File: config.mk
export PLATFORM = sky130hd
export DESIGN_NAME = json_byte_tokenizer_core_flat
export DESIGN_NICKNAME = d
export VERILOG_FILES = /design/src/rtl/jbt_pkg.sv /design/src/rtl/jbt_in_if.sv /design/src/rtl/jbt_out_if.sv /design/src/rtl/json_byte_tokenizer_core.sv /design/src/flat_wrapper.sv
export SDC_FILE = /design/constraint.sdc
export NUM_CORES = 1
export LEC_CHECK = 0
export ABC_CLOCK_PERIOD_IN_PS = 2700
export BUFFER_PORTS_ARGS = -buffer_cell sky130_fd_sc_hd__buf_2
export CORE_MARGIN = 2
export CORE_UTILIZATION = 44
export CTS_CLUSTER_SIZE = 20
export DETAILED_ROUTE_END_ITERATION = 7
export GPL_TIMING_DRIVEN = 0
export PLACE_DENSITY_LB_ADDON = 0.3
export SLEW_MARGIN = 20
export SYNTH_ARGS = -nofsm -noshare
export SYNTH_HDL_FRONTEND = slang
export SYNTH_SLANG_ARGS = --single-unit
File: constraint.sdc
create_clock -name clk -period 2.7 [get_ports clk]
set_input_delay 0.405 -clock clk [delete_from_list [all_inputs] [get_ports clk]]
set_output_delay 0.405 -clock clk [all_outputs]
set_load 0.005 [all_outputs]
File: src/rtl/jbt_pkg.sv
// Package: token codes, scan modes, result type and character helpers of the tokenizer.
package jbt_pkg;

  typedef enum logic [3:0] {
    TT_NUMBER   = 4'd0,
    TT_STRING   = 4'd1,
    TT_LBRACE   = 4'd2,
    TT_RBRACE   = 4'd3,
    TT_LBRACKET = 4'd4,
    TT_RBRACKET = 4'd5,
    TT_COLON    = 4'd6,
    TT_COMMA    = 4'd7,
    TT_TRUE     = 4'd8,
    TT_FALSE    = 4'd9,
    TT_NULL     = 4'd10,
    TT_END      = 4'd11
  } tok_t;

  typedef enum logic [1:0] {
    MODE_IDLE = 2'd0,
    MODE_STR  = 2'd1,
    MODE_ESC  = 2'd2,
    MODE_WORD = 2'd3
  } mode_t;

  typedef struct packed {
    logic [3:0] token_type;
    logic [7:0] text_byte;
    logic       is_text;
    logic       is_last;
  } result_t;

  typedef struct packed {
    logic hit;
    tok_t tt;
  } punct_t;

  localparam int unsigned QueueDepth = 3;
  localparam logic [7:0] ChEnd    = 8'h00;
  localparam logic [7:0] ChQuote  = 8'h22;
  localparam logic [7:0] ChBslash = 8'h5C;
  localparam logic [2:0] CandAll  = 3'b111;
  localparam logic [2:0] LenMax   = 3'd7;

  function automatic logic is_ws(input logic [7:0] b);
    return (b == 8'h20) || ((b >= 8'h09) && (b <= 8'h0D));
  endfunction

  // Single-byte tokens seen between tokens, including end of text.
  function automatic punct_t punct(input logic [7:0] b);
    punct_t p;
    p.hit = 1'b1;
    p.tt  = TT_END;
    case (b)
      ChEnd:   p.tt = TT_END;
      "{":     p.tt = TT_LBRACE;
      "}":     p.tt = TT_RBRACE;
      "[":     p.tt = TT_LBRACKET;
      "]":     p.tt = TT_RBRACKET;
      ",":     p.tt = TT_COMMA;
      ":":     p.tt = TT_COLON;
      default: p.hit = 1'b0;
    endcase
    return p;
  endfunction

  // Keyword spelling: index 0 true, 1 false, 2 null; 0 past the end.
  function automatic logic [7:0] kw_char(input logic [1:0] k, input logic [2:0] pos);
    logic [7:0] c;
    c = 8'h00;
    case (k)
      2'd0: begin
        case (pos)
          3'd0: c = "t";
          3'd1: c = "r";
          3'd2: c = "u";
          3'd3: c = "e";
          default: c = 8'h00;
        endcase
      end
      2'd1: begin
        case (pos)
          3'd0: c = "f";
          3'd1: c = "a";
          3'd2: c = "l";
          3'd3: c = "s";
          3'd4: c = "e";
          default: c = 8'h00;
        endcase
      end
      2'd2: begin
        case (pos)
          3'd0: c = "n";
          3'd1: c = "u";
          3'd2: c = "l";
          3'd3: c = "l";
          default: c = 8'h00;
        endcase
      end
      default: c = 8'h00;
    endcase
    return c;
  endfunction

  function automatic logic [2:0] kw_len(input logic [1:0] k);
    logic [2:0] n;
    case (k)
      2'd0:    n = 3'd4;
      2'd1:    n = 3'd5;
      2'd2:    n = 3'd4;
      default: n = 3'd0;
    endcase
    return n;
  endfunction

endpackage

File: src/rtl/jbt_in_if.sv
// Interface: input byte channel with valid/ready handshake.
interface jbt_in_if;
  logic       valid;
  logic       ready;
  logic [7:0] in_byte;

  modport source (output valid, output in_byte, input ready);
  modport sink (input valid, input in_byte, output ready);
endinterface

File: src/rtl/jbt_out_if.sv
// Interface: token result channel with valid/ready handshake.
interface jbt_out_if;
  logic       valid;
  logic       ready;
  logic [3:0] token_type;
  logic [7:0] text_byte;
  logic       is_text;
  logic       is_last;

  modport source (output valid, output token_type, output text_byte, output is_text,
                  output is_last, input ready);
  modport sink (input valid, input token_type, input text_byte, input is_text,
                input is_last, output ready);
endinterface

File: src/rtl/json_byte_tokenizer_core.sv
// Streaming JSON tokenizer: one text byte in, token text bytes and token types out.
// The core takes one text byte per cycle while the input is ready, and registers its
// results. Each byte gives zero, one or two result beats; the results go into a
// three-entry result queue, and the input is ready whenever at most one result waits
// there, so a byte is accepted even while the output is stalled. A byte that closes a
// bare word on a comma, right brace, right bracket or end of text, or that ends text
// inside a string, gives two beats, which drain at one per cycle while the output is
// ready; the output then sets the pace.
module json_byte_tokenizer_core
  import jbt_pkg::*;
(
  input  logic          clk,
  input  logic          rst_n,
  jbt_in_if.sink        in_bus,
  jbt_out_if.source     out_bus
);

  mode_t      mode_r, mode_nxt;
  logic [2:0] cand_r, cand_nxt;
  logic [2:0] len_r, len_nxt;
  logic [1:0] count_r, count_nxt;
  result_t    q_r [QueueDepth];
  result_t    q_nxt [QueueDepth];

  logic       accept, pop;
  logic [7:0] b;
  result_t    res0, res1;
  logic [1:0] n_res;
  punct_t     pb;
  logic [2:0] wcand, wlen;
  logic [3:0] wclass;
  logic [1:0] cnt_after;

  assign b      = in_bus.in_byte;
  assign accept = in_bus.valid && in_bus.ready;
  assign pop    = out_bus.valid && out_bus.ready;
  assign pb     = punct(b);

  assign in_bus.ready       = (count_r <= 2'd1);
  assign out_bus.valid      = (count_r != 2'd0);
  assign out_bus.token_type = q_r[0].token_type;
  assign out_bus.text_byte  = q_r[0].text_byte;
  assign out_bus.is_text    = q_r[0].is_text;
  assign out_bus.is_last    = q_r[0].is_last;

  // Class of the word as it stands, before this byte.
  always_comb begin
    wclass = TT_NUMBER;
    if (cand_r[2] && (len_r == kw_len(2'd2))) wclass = TT_NULL;
    if (cand_r[1] && (len_r == kw_len(2'd1))) wclass = TT_FALSE;
    if (cand_r[0] && (len_r == kw_len(2'd0))) wclass = TT_TRUE;
  end

  // Keyword candidates and length after taking this byte into a word.
  always_comb begin
    logic [2:0] base_cand;
    logic [2:0] base_len;
    base_cand = (mode_r == MODE_WORD) ? cand_r : CandAll;
    base_len  = (mode_r == MODE_WORD) ? len_r : 3'd0;
    wcand     = base_cand;
    for (int k = 0; k < 3; k++) begin
      if ((base_len >= kw_len(2'(k))) || (kw_char(2'(k), base_len) != b)) begin
        wcand[k] = 1'b0;
      end
    end
    wlen = (base_len < LenMax) ? base_len + 3'd1 : base_len;
  end

  always_comb begin
    mode_nxt = mode_r;
    cand_nxt = cand_r;
    len_nxt  = len_r;
    res0     = '0;
    res1     = '0;
    n_res    = 2'd0;
    case (mode_r)
      MODE_IDLE: begin
        if (pb.hit) begin
          res0.token_type = pb.tt;
          n_res = 2'd1;
        end else if (b == ChQuote) begin
          mode_nxt = MODE_STR;
        end else if (!is_ws(b)) begin
          mode_nxt = MODE_WORD;
          cand_nxt = wcand;
          len_nxt  = wlen;
          res0.text_byte = b;
          res0.is_text   = 1'b1;
          n_res = 2'd1;
        end
      end
      MODE_STR, MODE_ESC: begin
        if (b == ChEnd) begin
          res0.token_type = TT_STRING;
          res1.token_type = TT_END;
          mode_nxt = MODE_IDLE;
          n_res = 2'd2;
        end else if ((mode_r == MODE_STR) && (b == ChQuote)) begin
          res0.token_type = TT_STRING;
          mode_nxt = MODE_IDLE;
          n_res = 2'd1;
        end else begin
          mode_nxt = ((mode_r == MODE_STR) && (b == ChBslash)) ? MODE_ESC : MODE_STR;
          res0.text_byte = b;
          res0.is_text   = 1'b1;
          n_res = 2'd1;
        end
      end
      MODE_WORD: begin
        if (pb.hit || is_ws(b)) begin
          // A colon or a left brace/bracket never ends a word; such a hit is taken into the word as text.
          if ((b == ChEnd) || (b == ",") || (b == "}") || (b == "]") || is_ws(b)) begin
            res0.token_type = wclass;
            mode_nxt = MODE_IDLE;
            cand_nxt = CandAll;
            len_nxt  = 3'd0;
            if (is_ws(b)) begin
              n_res = 2'd1;
            end else begin
              res1.token_type = pb.tt;
              n_res = 2'd2;
            end
          end else begin
            cand_nxt = wcand;
            len_nxt  = wlen;
            res0.text_byte = b;
            res0.is_text   = 1'b1;
            n_res = 2'd1;
          end
        end else begin
          cand_nxt = wcand;
          len_nxt  = wlen;
          res0.text_byte = b;
          res0.is_text   = 1'b1;
          n_res = 2'd1;
        end
      end
      default: mode_nxt = MODE_IDLE;
    endcase
    if (n_res == 2'd1) res0.is_last = 1'b1;
    if (n_res == 2'd2) res1.is_last = 1'b1;
    if (!accept) begin
      mode_nxt = mode_r;
      cand_nxt = cand_r;
      len_nxt  = len_r;
      n_res    = 2'd0;
    end
  end

  // Result queue: entry 0 is the head shown on the output; new results append behind.
  always_comb begin
    cnt_after = count_r - {1'b0, pop};
    q_nxt[0]  = pop ? q_r[1] : q_r[0];
    q_nxt[1]  = pop ? q_r[2] : q_r[1];
    q_nxt[2]  = q_r[2];
    for (int i = 0; i < QueueDepth; i++) begin
      if ((n_res != 2'd0) && (cnt_after == 2'(i))) begin
        q_nxt[i] = res0;
      end
      if ((n_res == 2'd2) && ((cnt_after + 2'd1) == 2'(i))) begin
        q_nxt[i] = res1;
      end
    end
    count_nxt = cnt_after + n_res;
  end

  always_ff @(posedge clk) begin
    if (!rst_n) begin
      mode_r  <= MODE_IDLE;
      cand_r  <= CandAll;
      len_r   <= 3'd0;
      count_r <= 2'd0;
    end else begin
      mode_r  <= mode_nxt;
      cand_r  <= cand_nxt;
      len_r   <= len_nxt;
      count_r <= count_nxt;
    end
  end

  always_ff @(posedge clk) begin
    for (int i = 0; i < QueueDepth; i++) begin
      q_r[i] <= q_nxt[i];
    end
  end

  a_room_on_accept: assert property (@(posedge clk) disable iff (!rst_n)
    accept |-> (count_r <= 2'd1))
    else $error("byte accepted without room for two results");

  a_quote_opens_string: assert property (@(posedge clk) disable iff (!rst_n)
    (accept && (mode_r == MODE_IDLE) && (b == ChQuote)) |=> (mode_r == MODE_STR))
    else $error("quote between tokens did not open a string");

  a_len_only_in_word: assert property (@(posedge clk) disable iff (!rst_n)
    (mode_r != MODE_WORD) |-> ((len_r == 3'd0) && (cand_r == CandAll)))
    else $error("word state left over outside a word");

  a_long_word_no_keyword: assert property (@(posedge clk) disable iff (!rst_n)
    ((mode_r == MODE_WORD) && (len_r > 3'd5)) |-> (cand_r == 3'd0))
    else $error("keyword candidate kept past keyword length");

  a_two_results_queued: assert property (@(posedge clk) disable iff (!rst_n)
    (accept && (n_res == 2'd2) && !pop) |=> (count_r >= 2'd2))
    else $error("two-result byte lost a beat");

endmodule
File: src/flat_wrapper.sv
// flat-port wrapper written by rule: the top's interface ports become plain ports
module json_byte_tokenizer_core_flat import jbt_pkg::*;
  (clk, rst_n, in_bus_valid, in_bus_in_byte, in_bus_ready, out_bus_valid, out_bus_token_type, out_bus_text_byte, out_bus_is_text, out_bus_is_last, out_bus_ready);
  jbt_in_if in_bus_i ();
  jbt_out_if out_bus_i ();
  input  logic clk;
  input  logic rst_n;
  input wire logic [$bits(in_bus_i.valid)-1:0] in_bus_valid;
  input wire logic [$bits(in_bus_i.in_byte)-1:0] in_bus_in_byte;
  output wire logic [$bits(in_bus_i.ready)-1:0] in_bus_ready;
  output wire logic [$bits(out_bus_i.valid)-1:0] out_bus_valid;
  output wire logic [$bits(out_bus_i.token_type)-1:0] out_bus_token_type;
  output wire logic [$bits(out_bus_i.text_byte)-1:0] out_bus_text_byte;
  output wire logic [$bits(out_bus_i.is_text)-1:0] out_bus_is_text;
  output wire logic [$bits(out_bus_i.is_last)-1:0] out_bus_is_last;
  input wire logic [$bits(out_bus_i.ready)-1:0] out_bus_ready;
  assign in_bus_i.valid = in_bus_valid;
  assign in_bus_i.in_byte = in_bus_in_byte;
  assign in_bus_ready = in_bus_i.ready;
  assign out_bus_valid = out_bus_i.valid;
  assign out_bus_token_type = out_bus_i.token_type;
  assign out_bus_text_byte = out_bus_i.text_byte;
  assign out_bus_is_text = out_bus_i.is_text;
  assign out_bus_is_last = out_bus_i.is_last;
  assign out_bus_i.ready = out_bus_ready;
  json_byte_tokenizer_core u_core (.clk(clk), .rst_n(rst_n), .in_bus(in_bus_i), .out_bus(out_bus_i));
endmodule
==> metrics.cfg, run 1 <==
[outcome]
status = completed

[clock_tree]
ctsHoldBuffers = 0
clock_latency_ns = 0.31
root_buffer = clkbuf_8
cts_buffers = 5
cts_buffer_depth = 2
path_clk_slew_ns = 0.10
cts-htree-levels = 2
cts_sinks = 52
cts_tree = done

[floorplanning]
core_um2 = 8300
io_pins = 28
initial_core_util = 0.459
die_x_um = 97.0
die-area_um2 = 9420
row_count = 33
die_h_um = 97.0

[logic_synthesis]
synth_top_cell_area_share = 0.194
syn_inst = 436
synth_edf_count = 15
syn_area_per_cell_um2 = 8.74
synth.top_cells.by_area = dfxtp_1 19%, edfxtp_1 12%, mux2i_1 7.6%
synthArstFlopShare = 0
ys.flop_type = dfxtp_1
ys_types = 79
synth_area_um2 = 3810
yosysSeqAreaShare = 0.313
ys_seq_elements = 52
yosysTopAreaCell = dfxtp_1
synth_nets = 459
ys_warn_count = 0

[worst_setup_path]
cp.required_ns = 2.95
r2r_cells = 12
cp_top_family = compound AO/OA/AOI/OAI gates
crit_path_start_kind = flop
path_class = reg -> reg
crit_chain = ha_1 > buf_6 > buf_8 > nand2_2 > inv_1 > ha_2 > ha_4 > or3_4 > a211oi_2 > a31oi_1 > o31a_1 > mux2i_1
crit_fanout = 10
crit_buf_inv = 3
max_stage_delay_ns = 0.39
cp_slowest_cell = or3_4
reg2reg_from = u_core.mode_r[0]
r2r_slack_ns = 0.13
cp-end-kind = flop
r2r_end = u_core.cand_r[2]
worstPathArrival_ns = 2.82

[place]
gp_congestion = 0.888
numPortBuffers = 25
pre_cts_slack_ns = -0.680
placed_area_um2 = 4070
dp_hpwl_um = 7160

[grt]
grt_pass1_wl_um = 16100
grt-ovfl-total = 0
antenna_found_initial = 0
grt_max_degree = 17
first_global_vias = 3182
track_usage = 0.205

[run]
cap_violations = 0

[sta]
skew_ns = 0.00890
grt_setup_unrepaired = false
fin_hold_ws_ns = 0.366
worst_slack_ns = 0.128
slew_viol_final = 0
finalHoldViolations = 0
timing.fmax_mhz = 389
worst_slew_pin_slew_ns = 0.730
max-slew-margin-rel = 0.513
min_period_ns = 2.57
setup_viol = 0
period_share = 0.952

[routing]
wl_per_cell_um = 16.9
drc = 0
drtIter0Drc = 238
routed_via_density = 5.88
num_vias = 3390
drtPass1Iterations = 5
drtAntennaViolNets = 0
routed_wl_um = 9770

[layout]
diodes = 0
layout_commonest_cell = nand2_1
fin_nets = 494
final_layout_size_suffix_gt1_frac = 0.254
final_cell_area_um2 = 4350
area_growth_syn_to_layout_pct = 14.3
final_cell_mix = 53 x nand2_1, 36 x dfxtp_1, 32 x buf_2

[hold_path]
hold_start = in_bus_in_byte[7]
hold_class = in -> reg
hold_depth = 3
holdPathEnd = u_core.q_r[0][9]

[pwr]
vdd_drop_max_mv = 0.297
power.leakage_nw = 1.82
power_density_nw_per_um2 = 806

==> stage by stage <==
stage / power, mW / std cells / utilization / setup TNS, ns
CTS: 3.47 / 574 / 0.516 / 0
detailed placement: 2.83 / 566 / 0.490 / -14.57
finish: 3.51 / 577 / 0.525 / 0
floorplan: 2.45 / 436 / - / 0
global placement: 2.79 / 566 / 0.490 / -13.60
global route: 3.76 / 577 / 0.525 / 0
==> worst register-to-register path, delay by kind of cell (launching register included) <==
kind	cells	cell delay, ns
adders and majority gates	3	0.59
DFF	1	0.35
muxes	1	0.13
and+or+nand+nor	2	0.47
buffers and inverters	3	0.37
AOI/OAI and AO/OA	3	0.60
==> repair_timing <==
| item | CTS | global route |
|---|---|---|
| gates resized for setup | 20 | 15 |
| setup buffers | 4 | 3 |
| endpoints found under the setup margin | 53 | 23 |
| pin swaps | 2 | 3 |
==> area by class of cell <==
cell class                      count  area, um2
Sequential cell                    52       1190
Timing Repair Buffer               32        178
Multi-Input combinational cell    327       2410
Clock buffer                        5       68.8
Inverter                           14       52.6
Clock inverter                      3       42.5
Tap cell                          105        131
Fill cell                         809       3950
Buffer                             39        277
==> power breakdown <==
| group | switching [mW] | internal, mW | total, mW |
|---|---|---|---|
| Sequential | 0.135 | 1.14 | 1.27 |
| Clock | 0.284 | 0.277 | 0.561 |
| Combinational | 0.877 | 0.796 | 1.67 |
==> cell families after synthesis <==
kind of cell	Yosys count	synth area share
compound gates	113	0.227
xor+xnor	8	0.0184
fa+ha+maj	11	0.0361
buf+inv	57	0.0821
flops	52	0.313
mux	33	0.0880
simple gates	162	0.236
==> worst max-delay path by stage <==
stage | to | startpoint | slack (ns) | depth (start not counted)
6_report | u_core.cand_r[2] | u_core.mode_r[0] | 0.13 | 12
3_5_place_dp | u_core.q_r[0][24] | out_bus_ready | -0.68 | 10
4_1_cts | u_core.q_r[0][11] | u_core.mode_r[0] | 0.02 | 9
2_1_floorplan | u_core.cand_r[2] | u_core.mode_r[0] | 0.005 | 13
5_1_grt | u_core.cand_r[2] | u_core.mode_r[0] | 0.007 | 12
3_3_place_gp | u_core.q_r[0][24] | out_bus_ready | -0.68 | 10
==> layer usage <==
metal  global-route usage  wire, um
met1                0.282      4450
met2                0.346      4750
met3               0.0296       462
met4               0.0347       108
met5                    0         0
==> cells in the mapped netlist, types with 10 or more instances <==
library cell and number:
a21oi_1 19, buf_2 10, buf_4 15, clkbuf_1 13, dfxtp_1 37, edfxtp_1 15, ha_1 11, inv_1 14
mux2i_1 29, nand2_1 57, nor2_1 29, o21ai_0 16
==> flip-flops by register name, summed over array words and instances (netlist names) <==
register	cells
u_core.cand_r	3
u_core.count_r	2
u_core.len_r	3
u_core.mode_r	2
u_core.q_r	42
Power figures use the tool's default switching activity.
==> inputs of run 2 (changes only) <==
ABC_CLOCK_PERIOD_IN_PS = 2300   (was 2700)
CORE_UTILIZATION = 55   (was 44)
TNS_END_PERCENT = 100   (was not set)
clock period = 2.3 ns   (was 2.7 ns; I/O delays follow)
==> metrics.cfg, run 2 (synthesized netlist as in run 1, its figures left out) <==
[outcome]
status = completed

[sta]
grt_setup_unrepaired = true
finalHoldViolations = 0
timing.fmax_mhz = 435
skew_ns = 0.00757
setup_viol = 0
slew_viol_final = 0
worst_slew_pin_slew_ns = 0.692
min_period_ns = 2.30
fin_hold_ws_ns = 0.295
period_share = 0.999
max-slew-margin-rel = 0.539

[routing]
routed_wl_um = 10200
drtIter0Drc = 225
routed_via_density = 6.14
drtPass1Iterations = 5
num_vias = 3514
drc = 0
wl_per_cell_um = 17.9
drtAntennaViolNets = 0

[worst_setup_path]
crit_path_start_kind = flop
r2r_end = u_core.q_r[0][13]
r2r_slack_ns = 0.002
worstPathArrival_ns = 2.38
cp-end-kind = flop
r2r_cells = 8
crit_fanout = 7
cp.required_ns = 2.38
endpoint = u_core.q_r[0][13]
critPathLaunch = u_core.mode_r[1]
path_class = reg -> reg
reg2reg_from = u_core.mode_r[1]

[layout]
utilization = 0.704
area_growth_syn_to_layout_pct = 24.9
regMostFlops = u_core.q_r
final_layout_size_suffix_gt1_frac = 0.366
reg_top3 = u_core.q_r (42), u_core.cand_r (3), u_core.len_r (3)
largest_reg_flops = 42
final_cell_mix = 49 x nand2_1, 43 x buf_4, 34 x dfxtp_1
layout_commonest_cell = nand2_1
fin_nets = 514
diodes = 0

[hold_path]
hold_class = in -> reg

[clock_tree]
path_clk_slew_ns = 0.11
cts_tree = done
root_buffer = clkbuf_8
cts_buffers = 5
cts_sinks = 52
clock_latency_ns = 0.33
cts-htree-levels = 2
cts_buffer_depth = 2

[pwr]
power_density_nw_per_um2 = 924
vdd_drop_max_mv = 0.477
power.leakage_nw = 1.95

[run]
cap_violations = 0

[floorplanning]
die_x_um = 87.2
row_count = 30
die-area_um2 = 7610
die_h_um = 87.2
io_pins = 28
initial_core_util = 0.564
core_um2 = 6760

[place]
dp_hpwl_um = 7090
numPortBuffers = 25
gp_congestion = 0.888

[grt]
grt_pass1_wl_um = 16000
grt-ovfl-total = 0
track_usage = 0.269
antenna_found_initial = 0
grt_max_degree = 18
first_global_vias = 3241

## run 2: changes by cell type in the layout (fill, tap and decap cells not counted), moves of 5 or more
cell,before,now
inv_1,15,5
ha_4,2,7
buf_4,22,43
ha_1,8,2
## run 2: report_power, final
group | internal [mW] | switching (mW) | total (mW)
Sequential | 1.34 | 0.172 | 1.52
Clock | 0.219 | 0.354 | 0.573
Combinational | 1.14 | 1.16 | 2.31
## run 2: how the worst min path moves through the flow
stage	from	depth (start not counted)	slack [ns]	to
after floorplan	u_core.q_r[0][37]	2	0.43	u_core.q_r[0][37]
after global placement	u_core.q_r[0][37]	2	0.45	u_core.q_r[0][37]
after detailed placement	u_core.q_r[0][37]	2	0.46	u_core.q_r[0][37]
after CTS	in_bus_in_byte[7]	3	0.29	u_core.q_r[0][23]
after global routing	in_bus_in_byte[7]	3	0.29	u_core.q_r[0][23]
final	in_bus_in_byte[7]	3	0.29	u_core.q_r[0][23]
## run 2: layout make-up
type,count,area (um2)
buffer,38,315
clock buffer,5,68.8
clock inverter,3,22.5
fill,521,2000
inverter,14,72.6
multi-input combinational,327,2640
sequential,52,1200
tap,80,100
timing repair buffer,53,339
## run 2: layer usage
layer  global-route usage  up-vias  routed length (um)
met4               0.0783        0                 123
met3               0.0389       12                 469
met2                0.465      109                5230
li1                     -     1698                   -
met5                    0        -                   0
met1                0.347     1695                4430
## run 2: per-stage QoR
stage          total power, mW  area, um2  setup slack, ns  setup TNS, ns  cells
5_1_grt                   4.65       4760          -0.0864          -1.40    572
2_1_floorplan             2.94       3960         0.000587              0    436
6_report                  4.40       4760          0.00177              0    572
4_1_cts                   4.21       4580          -0.0278        -0.0548    563
3_3_place_gp              3.32       4180           -0.427         -15.75    541
3_5_place_dp              3.40       4180           -0.472         -17.41    541
## run 2: worst max-delay path: stages, from the launching register on
cell and delay (ns):
dfxtp_4 0.39, inv_4 0.05, ha_4 0.30, nor2b_2 0.25, or2_2 0.19, o211ai_4 0.10, and4_1 0.23, buf_6 0.14
or3_4 0.40
## run 2: repair_timing
item | in CTS | in global routing
buffers inserted | 18 | 9
setup endpoints to repair | 59 | 61
pin swaps | 11 | 19
cloned | 1 | 0
hold buffers | 0 | 0
resized for setup | 41 | 34
==> inputs of run 3 (changes only) <==
ABC_CLOCK_PERIOD_IN_PS = 2610   (was 2300)
CTS_CLUSTER_DIAMETER = 100   (was not set)
TNS_END_PERCENT = 1   (was 100)
clock period = 2.61 ns   (was 2.3 ns; I/O delays follow)
==> metrics.cfg, run 3 (synthesized netlist as in run 1, its figures left out) <==
[pwr]
p_switching_mw = 1.34
p_sw_frac = 0.375
vdd_drop_max_mv = 0.308
seqPwrFrac = 0.368
p_int_mw = 2.24
p_comb_frac = 0.479
power.leakage_nw = 1.80
power_density_nw_per_um2 = 829
pwr-share-clk = 0.152

[worst_setup_path]
worstPathArrival_ns = 2.69
r2r_slack_ns = -0.02
cpMostUsedCell = inv_1
max_stage_delay_ns = 0.43
crit_chain = inv_1 > nand2_1 > nand2_4 > inv_1 > ha_4 > inv_1 > or3_4 > inv_1 > nand4_1 > clkbuf_4 > o21ai_0 > o22ai_1
path_class = reg -> reg
cp_top_family = simple AND/OR/NAND/NOR gates
cp_slowest_cell = or3_4
cp.required_ns = 2.67
crit_buf_inv = 5
crit_fanout = 10
crit_path_start_kind = flop
cp-end-kind = flop

[routing]
drtAntennaViolNets = 0
routed_via_density = 6.21
drc = 0
drtPass1Iterations = 5
num_vias = 3401
routed_wl_um = 9420
drtIter0Drc = 211
wl_per_cell_um = 17.2

[grt]
antenna_found_initial = 0
grt_pass1_wl_um = 15600
grt-ovfl-total = 0
track_usage = 0.257
grt_max_degree = 18
first_global_vias = 3259

[sta]
finalHoldViolations = 0
grt_setup_unrepaired = true
worst_slew_pin_slew_ns = 0.707
max-slew-margin-rel = 0.529
min_period_ns = 2.63
setup_viol = 7
fin_hold_ws_ns = 0.344
tns_ns = -0.0704
slew_viol_final = 0
period_share = 1.01
timing.fmax_mhz = 380
skew_ns = 0.0107
worst_slack_ns = -0.0198

[layout]
stdcell_count = 548
final_cell_mix = 52 x nand2_1, 36 x dfxtp_1, 31 x buf_2
regMostFlops = u_core.q_r
diodes = 0
final_layout_size_suffix_gt1_frac = 0.265
num-fill-cells = 598
final_cell_area_um2 = 4310
layout_commonest_cell = nand2_1
multi_input_area_um2 = 2430
fin_nets = 490
reg_top3 = u_core.q_r (42), u_core.cand_r (3), u_core.len_r (3)
largest_reg_flops = 42
seq_area_um2 = 1190
area_growth_syn_to_layout_pct = 13.3

[outcome]
violations = negative setup slack
status = finished with violations

[floorplanning]
die_h_um = 87.2
die_x_um = 87.2
initial_core_util = 0.564
row_count = 30
die-area_um2 = 7610
core_um2 = 6760
io_pins = 28

[clock_tree]
cts_sinks = 52
clock_latency_ns = 0.31
cts_buffers = 5
cts_buffer_depth = 2
path_clk_slew_ns = 0.11
cts_tree = done
root_buffer = clkbuf_8
cts-htree-levels = 2

[place]
placed_area_um2 = 4060
gp_congestion = 0.879
numPortBuffers = 25
pre_cts_slack_ns = -0.565
dp_hpwl_um = 7080
dpl.cell_count = 541

[hold_path]
hold_class = in -> reg

[run]
cap_violations = 0

run 3: worst paths after layout:
path | endpoint | from | depth (start not counted)
worst max register to register | u_core.q_r[0][25] | u_core.count_r[0] | 12
worst max-delay path | u_core.q_r[0][25] | u_core.count_r[0] | 12
worst min register to register | u_core.q_r[0][37] | u_core.q_r[0][37] | 2
worst min-delay path | u_core.q_r[0][23] | in_bus_in_byte[7] | 3
run 3: area by class of cell:
type	instances	area share
clock inverter	2	0.00377
multi-input combinational	327	0.564
inverter	14	0.0122
buffer	41	0.0684
tap	80	0.0232
clock buffer	6	0.0218
timing repair buffer	26	0.0307
sequential	52	0.276
run 3: tightest hold or removal path, cell delays in order:
cell and delay, ns:
buf_6 0.13, nand2_1 0.05, o21ai_0 0.06
run 3: metrics by stage:
stage          power (mW)   util
2_1_floorplan        2.55      -
3_3_place_gp         2.88  0.601
3_5_place_dp         2.94  0.601
4_1_cts              3.56  0.633
5_1_grt              3.83  0.639
6_report             3.58  0.639
run 3: per-layer routing:
metal | global-route usage | part of all wire | vias to the layer above
met1 | 0.339 | 0.44 | 1641
met2 | 0.443 | 0.49 | 98
met5 | 0 | 0 | -
met4 | 0.0629 | 0.010 | 0
met3 | 0.0379 | 0.051 | 10
li1 | - | - | 1652
run 3: power by group through the flow:
stage,logic (mW),registers [mW],clock network (mW)
final,1.71,1.32,0.546
after global routing,1.89,1.35,0.583
after CTS,1.68,1.32,0.560
after detailed placement,1.61,1.33,0
after global placement,1.56,1.32,0
after floorplan,1.25,1.30,0
run 3: timing repair:
action | 4_1_cts | 5_1_grt
setup buffers | 1 | 0
hold buffers | 0 | 0
endpoints found under the setup margin | 54 | 52
resized for setup | 26 | 17
pin swaps | 2 | 1
